File: src/hdl/lce_pkg.sv
package lce_pkg;

    localparam int ENTRIES  = 16;
    localparam int IDX_W    = (ENTRIES > 1) ? $clog2(ENTRIES) : 1;
    localparam int CNT_W    = $clog2(ENTRIES + 1);
    localparam int CAP_W    = 5;
    localparam int CMP_W    = (CNT_W > CAP_W) ? CNT_W : CAP_W;
    localparam int KEY_W    = 32;
    localparam int VAL_W    = 32;
    localparam int USE_W    = 32;
    localparam int STAMP_W  = 48;

    localparam logic [CAP_W-1:0] CAP_RESET = 5'd16;
    localparam logic [USE_W-1:0] USE_MAX   = {USE_W{1'b1}};

    localparam logic CMD_GET = 1'b0;
    localparam logic CMD_PUT = 1'b1;

    typedef struct packed {
        logic [KEY_W-1:0]   key;
        logic [VAL_W-1:0]   value;
        logic [USE_W-1:0]   use_count;
        logic [STAMP_W-1:0] stamp;
    } t_entry;

endpackage

File: src/hdl/lce_req_if.sv
interface lce_req_if;
    logic               valid;
    logic               ready;
    logic               command;
    logic [31:0]        lookup_key;
    logic signed [31:0] write_value;

    modport source (output valid, command, lookup_key, write_value, input ready);
    modport sink   (input valid, command, lookup_key, write_value, output ready);
endinterface

File: src/hdl/lce_rsp_if.sv
interface lce_rsp_if;
    logic               valid;
    logic               ready;
    logic               hit;
    logic signed [31:0] read_value;

    modport source (output valid, hit, read_value, input ready);
    modport sink   (input valid, hit, read_value, output ready);
endinterface

File: src/hdl/lfu_cache_engine_unit.sv
// a request is taken only while idle; its scan and decide finish before the next one
// is taken
// the entry memory gives one read per cycle over all slots, then at most one write-back
// a finished result waits in the output register while the next request is taken
// reset: synchronous active low; clears valid bits, occupancy, stamp counter,
// capacity to 16; entry memory contents are not cleared
module lfu_cache_engine_unit
    import lce_pkg::*;
(
    input  logic             i_clk,
    input  logic             i_rst_n,
    input  logic             i_cfg_we,
    input  logic [CAP_W-1:0] i_cfg_wdata,
    lce_req_if.sink          i_req,
    lce_rsp_if.source        o_rsp
);

    typedef enum logic [1:0] {
        S_IDLE,
        S_SCAN,
        S_DECIDE
    } t_state;

    t_entry r_mem [ENTRIES];
    t_entry r_rdata;

    t_state               r_state, n_state;
    logic [CAP_W-1:0]     r_capacity, n_capacity;
    logic [ENTRIES-1:0]   r_valid, n_valid;
    logic [CNT_W-1:0]     r_occ, n_occ;
    logic [STAMP_W-1:0]   r_stamp, n_stamp;
    logic [CNT_W-1:0]     r_cnt, n_cnt;
    logic                 r_cmp_vld, n_cmp_vld;
    logic [IDX_W-1:0]     r_cmp_idx, n_cmp_idx;
    logic                 r_cmd, n_cmd;
    logic [KEY_W-1:0]     r_key, n_key;
    logic [VAL_W-1:0]     r_wval, n_wval;
    logic                 r_found, n_found;
    logic [IDX_W-1:0]     r_found_idx, n_found_idx;
    t_entry               r_found_ent, n_found_ent;
    logic                 r_free, n_free;
    logic [IDX_W-1:0]     r_free_idx, n_free_idx;
    logic                 r_vic, n_vic;
    logic [IDX_W-1:0]     r_vic_idx, n_vic_idx;
    logic [USE_W-1:0]     r_vic_cnt, n_vic_cnt;
    logic [STAMP_W-1:0]   r_vic_stamp, n_vic_stamp;
    logic                 r_o_valid, n_o_valid;
    logic                 r_o_hit, n_o_hit;
    logic [VAL_W-1:0]     r_o_value, n_o_value;

    logic                 w_en;
    logic [IDX_W-1:0]     w_idx;
    t_entry               w_data;
    logic [IDX_W-1:0]     rd_idx;
    logic [CMP_W-1:0]     cap_ext;
    logic [CMP_W-1:0]     cap_eff;
    logic                 out_free;
    logic                 full;
    logic [STAMP_W-1:0]   stamp_next;

    assign i_req.ready      = (r_state == S_IDLE);
    assign o_rsp.valid      = r_o_valid;
    assign o_rsp.hit        = r_o_hit;
    assign o_rsp.read_value = r_o_value;

    assign rd_idx     = r_cnt[IDX_W-1:0];
    assign cap_ext    = CMP_W'(r_capacity);
    assign cap_eff    = (cap_ext > CMP_W'(ENTRIES)) ? CMP_W'(ENTRIES) : cap_ext;
    assign out_free   = !r_o_valid || o_rsp.ready;
    assign full       = (CMP_W'(r_occ) >= cap_eff) || !r_free;
    assign stamp_next = r_stamp + STAMP_W'(1);

    always_comb begin
        n_state     = r_state;
        n_capacity  = r_capacity;
        n_valid     = r_valid;
        n_occ       = r_occ;
        n_stamp     = r_stamp;
        n_cnt       = r_cnt;
        n_cmp_vld   = 1'b0;
        n_cmp_idx   = r_cmp_idx;
        n_cmd       = r_cmd;
        n_key       = r_key;
        n_wval      = r_wval;
        n_found     = r_found;
        n_found_idx = r_found_idx;
        n_found_ent = r_found_ent;
        n_free      = r_free;
        n_free_idx  = r_free_idx;
        n_vic       = r_vic;
        n_vic_idx   = r_vic_idx;
        n_vic_cnt   = r_vic_cnt;
        n_vic_stamp = r_vic_stamp;
        n_o_valid   = r_o_valid && !o_rsp.ready;
        n_o_hit     = r_o_hit;
        n_o_value   = r_o_value;
        w_en        = 1'b0;
        w_idx       = r_found_idx;
        w_data      = r_found_ent;

        if (i_cfg_we) begin
            n_capacity = i_cfg_wdata;
        end

        case (r_state)
            S_IDLE: begin
                if (i_req.valid) begin
                    n_cmd   = i_req.command;
                    n_key   = i_req.lookup_key;
                    n_wval  = i_req.write_value;
                    n_cnt   = '0;
                    n_found = 1'b0;
                    n_free  = 1'b0;
                    n_vic   = 1'b0;
                    n_state = S_SCAN;
                end
            end
            S_SCAN: begin
                if (r_cnt != CNT_W'(ENTRIES)) begin
                    n_cnt     = r_cnt + CNT_W'(1);
                    n_cmp_vld = 1'b1;
                    n_cmp_idx = rd_idx;
                end else if (!r_cmp_vld) begin
                    n_state = S_DECIDE;
                end
                if (r_cmp_vld) begin
                    if (r_valid[r_cmp_idx]) begin
                        if (!r_found && r_rdata.key == r_key) begin
                            n_found     = 1'b1;
                            n_found_idx = r_cmp_idx;
                            n_found_ent = r_rdata;
                        end
                        if (!r_vic || r_rdata.use_count < r_vic_cnt ||
                            (r_rdata.use_count == r_vic_cnt &&
                             r_rdata.stamp < r_vic_stamp)) begin
                            n_vic       = 1'b1;
                            n_vic_idx   = r_cmp_idx;
                            n_vic_cnt   = r_rdata.use_count;
                            n_vic_stamp = r_rdata.stamp;
                        end
                    end else if (!r_free) begin
                        n_free     = 1'b1;
                        n_free_idx = r_cmp_idx;
                    end
                end
            end
            S_DECIDE: begin
                if (out_free) begin
                    n_o_valid = 1'b1;
                    n_o_hit   = 1'b0;
                    n_o_value = '0;
                    n_state   = S_IDLE;
                    if (cap_eff != '0) begin
                        if (r_found) begin
                            n_o_hit = 1'b1;
                            if (r_cmd == CMD_GET) begin
                                n_o_value = r_found_ent.value;
                            end
                            w_en             = 1'b1;
                            w_idx            = r_found_idx;
                            w_data           = r_found_ent;
                            w_data.stamp     = stamp_next;
                            w_data.use_count = (r_found_ent.use_count == USE_MAX) ?
                                               USE_MAX : r_found_ent.use_count + USE_W'(1);
                            if (r_cmd == CMD_PUT) begin
                                w_data.value = r_wval;
                            end
                            n_stamp = stamp_next;
                        end else if (r_cmd == CMD_PUT && (!full || r_vic)) begin
                            w_en             = 1'b1;
                            w_idx            = full ? r_vic_idx : r_free_idx;
                            w_data.key       = r_key;
                            w_data.value     = r_wval;
                            w_data.use_count = USE_W'(1);
                            w_data.stamp     = stamp_next;
                            n_stamp          = stamp_next;
                            n_valid[w_idx]   = 1'b1;
                            if (!full) begin
                                n_occ = r_occ + CNT_W'(1);
                            end
                        end
                    end
                end
            end
            default: begin
                n_state = S_IDLE;
            end
        endcase
    end

    always_ff @(posedge i_clk) begin
        if (w_en) begin
            r_mem[w_idx] <= w_data;
        end
        r_rdata <= r_mem[rd_idx];
    end

    always_ff @(posedge i_clk) begin
        if (!i_rst_n) begin
            r_state    <= S_IDLE;
            r_capacity <= CAP_RESET;
            r_valid    <= '0;
            r_occ      <= '0;
            r_stamp    <= '0;
            r_cmp_vld  <= 1'b0;
            r_o_valid  <= 1'b0;
        end else begin
            r_state    <= n_state;
            r_capacity <= n_capacity;
            r_valid    <= n_valid;
            r_occ      <= n_occ;
            r_stamp    <= n_stamp;
            r_cmp_vld  <= n_cmp_vld;
            r_o_valid  <= n_o_valid;
        end
        r_cnt       <= n_cnt;
        r_cmp_idx   <= n_cmp_idx;
        r_cmd       <= n_cmd;
        r_key       <= n_key;
        r_wval      <= n_wval;
        r_found     <= n_found;
        r_found_idx <= n_found_idx;
        r_found_ent <= n_found_ent;
        r_free      <= n_free;
        r_free_idx  <= n_free_idx;
        r_vic       <= n_vic;
        r_vic_idx   <= n_vic_idx;
        r_vic_cnt   <= n_vic_cnt;
        r_vic_stamp <= n_vic_stamp;
        r_o_hit     <= n_o_hit;
        r_o_value   <= n_o_value;
    end

    // occupancy tracks the number of valid slots
    a_occ_matches_valid: assert property (@(posedge i_clk) disable iff (!i_rst_n)
        $countones(r_valid) == int'(r_occ))
        else $error("occupancy out of step with valid bits");

    a_accept_starts_scan: assert property (@(posedge i_clk) disable iff (!i_rst_n)
        (i_req.valid && i_req.ready) |=> (r_state == S_SCAN && r_cnt == '0))
        else $error("request transaction did not start a scan");

    a_result_from_decide: assert property (@(posedge i_clk) disable iff (!i_rst_n)
        (w_en || $rose(r_o_valid)) |-> (r_state == S_DECIDE || $past(r_state == S_DECIDE)))
        else $error("write-back or result outside the decide step");

    a_no_write_when_disabled: assert property (@(posedge i_clk) disable iff (!i_rst_n)
        (cap_eff == '0) |-> !w_en)
        else $error("entry memory written while cache disabled");

endmodule

File: src/flat_wrapper.sv
// flat-port wrapper written by rule: the top's interface ports become plain ports
module lfu_cache_engine_unit_flat import lce_pkg::*;
  (i_clk, i_rst_n, i_cfg_we, i_cfg_wdata, i_req_valid, i_req_command, i_req_lookup_key, i_req_write_value, i_req_ready, o_rsp_valid, o_rsp_hit, o_rsp_read_value, o_rsp_ready);
  lce_req_if i_req_i ();
  lce_rsp_if o_rsp_i ();
  input  logic i_clk;
  input  logic i_rst_n;
  input  logic i_cfg_we;
  input  logic [CAP_W-1:0] i_cfg_wdata;
  input wire logic [$bits(i_req_i.valid)-1:0] i_req_valid;
  input wire logic [$bits(i_req_i.command)-1:0] i_req_command;
  input wire logic [$bits(i_req_i.lookup_key)-1:0] i_req_lookup_key;
  input wire logic [$bits(i_req_i.write_value)-1:0] i_req_write_value;
  output wire logic [$bits(i_req_i.ready)-1:0] i_req_ready;
  output wire logic [$bits(o_rsp_i.valid)-1:0] o_rsp_valid;
  output wire logic [$bits(o_rsp_i.hit)-1:0] o_rsp_hit;
  output wire logic [$bits(o_rsp_i.read_value)-1:0] o_rsp_read_value;
  input wire logic [$bits(o_rsp_i.ready)-1:0] o_rsp_ready;
  assign i_req_i.valid = i_req_valid;
  assign i_req_i.command = i_req_command;
  assign i_req_i.lookup_key = i_req_lookup_key;
  assign i_req_i.write_value = i_req_write_value;
  assign i_req_ready = i_req_i.ready;
  assign o_rsp_valid = o_rsp_i.valid;
  assign o_rsp_hit = o_rsp_i.hit;
  assign o_rsp_read_value = o_rsp_i.read_value;
  assign o_rsp_i.ready = o_rsp_ready;
  lfu_cache_engine_unit u_core (.i_clk(i_clk), .i_rst_n(i_rst_n), .i_cfg_we(i_cfg_we), .i_cfg_wdata(i_cfg_wdata), .i_req(i_req_i), .o_rsp(o_rsp_i));
endmodule
File: config.mk
export PLATFORM = sky130hd
export DESIGN_NAME = lfu_cache_engine_unit_flat
export DESIGN_NICKNAME = d
export VERILOG_FILES = /design/src/hdl/lce_pkg.sv /design/src/hdl/lce_req_if.sv /design/src/hdl/lce_rsp_if.sv /design/src/hdl/lfu_cache_engine_unit.sv /design/src/flat_wrapper.sv
export SDC_FILE = /design/constraint.sdc
export NUM_CORES = 2
export LEC_CHECK = 0
export BUFFER_PORTS_ARGS = -buffer_cell sky130_fd_sc_hd__buf_2
export CAP_MARGIN = 25
export CORE_ASPECT_RATIO = 0.75
export CORE_MARGIN = 5
export CORE_UTILIZATION = 29
export DETAILED_ROUTE_END_ITERATION = 8
export GPL_TIMING_DRIVEN = 0
export PLACE_DENSITY = 0.52
export SETUP_SLACK_MARGIN = 0.4
export SYNTH_ARGS = -nofsm -noshare
export SYNTH_HDL_FRONTEND = slang
export SYNTH_SLANG_ARGS = --single-unit
File: constraint.sdc
create_clock -name i_clk -period 16.5 [get_ports i_clk]
set_input_delay 4.125 -clock i_clk [delete_from_list [all_inputs] [get_ports i_clk]]
set_output_delay 4.125 -clock i_clk [all_outputs]
set_load 0.1 [all_outputs]
==> flow_metrics.tcl <==
set metrics [dict create \
    slowest_delay_ns 0.77 \
    required_ns 17.06 \
    ir_drop_mv 0.0765 \
    synth-compound-area-share_pct 5.83 \
    rows 197 \
    drv_cap 0 \
    cts_max_level 5 \
    grt_setup_unrepaired "false" \
    grt_pass1_wl_um 463000 \
    wl_per_cell_um 27.0 \
    layout_common_cells "2,650 x edfxtp_1, 485 x mux2i_1, 376 x o21ai_0, 367 x nand2_1, 295 x clkbuf_16" \
    cp.buffers_inverters 9 \
    syn_inst 6217 \
    fin_area_um2 134000 \
    antenna_found_initial 25 \
    drt-initial-drc-count 7460 \
    seqCellArea_um2 84000 \
    io_buffers 107 \
    multi_input_area_um2 26000 \
    dieArea_um2 397000 \
    hold_class "reg -> reg" \
    ys_seq_area_share_pct 75.4 \
    cp-start-kind "input pin" \
    vias_per_cell 5.07 \
    slowest_stage "o311a_1" \
    finalSetupViolations 0 \
    syn_area_per_cell_um2 17.9 \
    cp_cell_sequence "buf_2, nor2b_1, a211oi_4, o311a_1, nor2_1, buf_2, clkbuf_1, buf_8, a221oi_4, buf_16, buf_16, buf_8, buf_16, buf_8" \
    cts_resized 0 \
    drive_gt1_share_pct 21.3 \
    clk_pin_slew_ns 0.06 \
    final_max_slew_viol_count 0 \
    syn_nets 6381 \
    layout_min_cycle_time_ns 7.97 \
    cpLargestDelayFamily "buffers and inverters" \
    cts_tree "built" \
    wl_um 332000 \
    final_common_cell "edfxtp_1" \
    ant_nets 0 \
    place.gp.congestion 0.792 \
    clk_latency_ns 0.88 \
    hold-worst-slack_ns 0.402 \
    ys.flop_type "edfxtp_1" \
    fin_cells 12300 \
    fmax_mhz 125 \
    cts.sinks 2872 \
    synth_edf_count 2650 \
    async_flop_share_pct 0 \
    worst_pin_slew_ns 1.15 \
    synthAdderAreaFrac_pct 1.00 \
    grt_pass1_vias 60700 \
    maxSlewHeadroom_pct 23.7 \
    drt-pass1-iter-count 6 \
    cts_post_setup_buffers_inserted 0 \
    vias 62300 \
    leakage_nw 44.0 \
    cts_hold_buf 0 \
    worstSetupEndpointType "flip-flop" \
    ys_ff_latch 2872 \
    arrival_ns 8.53 \
    ys.warnings.count 0 \
    final_net_count 7135 \
    worstPathMaxFanout 11 \
    cts_buffers 285 \
    nFillCells 35700 \
    cts_root_buffer "clkbuf_16" \
    start_util_pct 29.1 \
    fin_crit_sh_pct 48.3 \
    ctsLongestPathBuffers 4 \
    hold_viol 0 \
    die_h_um 547 \
    dp.cells 11700 \
    grt_max_degree 56 \
    status "finished, final reports clean" \
    ios 110 \
    path_class "in -> reg" \
    die_w_um 726 \
    drc 0 \
    synth.mux.area_fraction_pct 12.1 \
    clock_skew_ns 0.0375 \
    placed_area_um2 124000 \
    powerDensity_nw_per_um2 127 \
    hpwlAfterDp_um 234000 \
    synth_top_family_by_area "multiplexers" \
    final_core_util_pct 35.0 \
    core_um2 383000 \
    synthSimpleGateAreaFrac_pct 3.42 \
    synth-xor-area-share_pct 0.653 \
    grt.total_usage_pct 16.1 \
    netlist_area_um2 111000 \
    ys_types 89 \
    syn2layout_area_growth_pct 20.3 \
    grt_remaining_overflow 0 \
]
metal layers:
layer	track usage, %	vias up	share of wire [%]
li1	-	26400	-
met1	24.6	32600	46
met2	23.6	2735	43
met3	3.09	454	8.4
met4	3.66	8	2.3
met5	0	-	0.013
worst paths after layout:
| path | startpoint | endpoint | slack (ns) | cells past startpoint |
|---|---|---|---|---|
| min reg2reg | u_core.r_rdata[94]$_DFF_P_ | u_core.r_found_ent[94]$_DFFE_PP_ | 0.40 | 0 |
| max reg2reg | u_core.cap_ext[0]$_SDFFE_PN0P_ | u_core.r_mem[5][126]$_DFFE_PP_ | 10.90 | 16 |
| min | u_core.r_rdata[94]$_DFF_P_ | u_core.r_found_ent[94]$_DFFE_PP_ | 0.40 | 0 |
| max | o_rsp_ready | u_core.r_mem[5][126]$_DFFE_PP_ | 8.53 | 14 |
per-stage QoR:
step | setup WS [ns] | TNS (ns) | total power, W
finish | 8.53 | 0 | 0.0170
global route | 8.42 | 0 | 0.0176
CTS | 8.45 | 0 | 0.0172
detailed placement | 7.51 | 0 | 0.0107
global placement | -18.61 | - | 0.0106
floorplan | -0.392 | -834.74 | 0.00967
synth_stat cells (all sizes together) (7+ instances only):
master	instances	area (µm²)
or3	11	78.8
mux2i	485	4850
mux2	179	2020
nand2	369	1390
and4	14	123
a31oi	8	50.1
nor4	21	171
a221oi	161	1410
o21ai	400	2000
buf	137	667
and2	44	275
dfxtp	222	4440
mux4	293	6600
xnor2	34	298
a211oi	11	95.1
a2111oi	7	92.6
nand2b	55	352
edfxtp	2650	79600
a21oi	221	1110
nor2	40	150
nor3	34	213
inv	102	383
and3	12	75.1
clkbuf	186	699
nand3	96	485
ha	89	1110
nor2b	8	50.1
xor2	49	429
nand4	39	272
a22oi	148	1110
a21o	12	90.1
cell type report:
type	instances	area share [%]
Buffer	323	1.03
Clock buffer	403	6.04
Multi-Input combinational cell	2919	19.4
Tap cell	5074	4.74
Sequential cell	2872	62.7
Timing Repair Buffer	467	4.93
Inverter	103	0.290
Clock inverter	114	0.874
Antenna cell	6	0.0112
worst reg2reg max path: stages, from the launching register on:
cell	delay (ns)
dfxtp_1	0.39
nor2b_1	0.18
ha_1	0.24
nand2b_1	0.14
a21oi_1	0.27
o211a_1	0.42
o311a_1	0.73
nor2_1	0.19
buf_2	0.38
clkbuf_1	0.38
buf_8	0.25
a221oi_4	0.73
buf_16	0.24
buf_16	0.17
buf_8	0.20
buf_16	0.17
buf_8	0.18
cells by family after synthesis:
group | after synthesis
AO/OA/AOI/OAI | 1026
XOR/XNOR | 83
adder cells (fa/ha/maj) | 89
buffers and inverters | 426
flip-flops | 2872
multiplexers | 957
AND/OR/NAND/NOR | 764
registers in the layout (all words and copies together) (netlist names), 48 cells and up:
| signal | count |
|---|---|
| u_core.r_stamp | 48 |
| u_core.r_rdata | 144 |
| u_core.r_mem | 2304 |
| u_core.r_vic_stamp | 48 |
| u_core.r_found_ent | 144 |
report_power, final:
part	switching (W)	internal (W)	leakage (nW)
clock network	0.00279	0.00373	4.52
registers	0.000163	0.00814	25.7
logic	0.00142	0.000792	13.8
(Power assumes the default switching activity.)
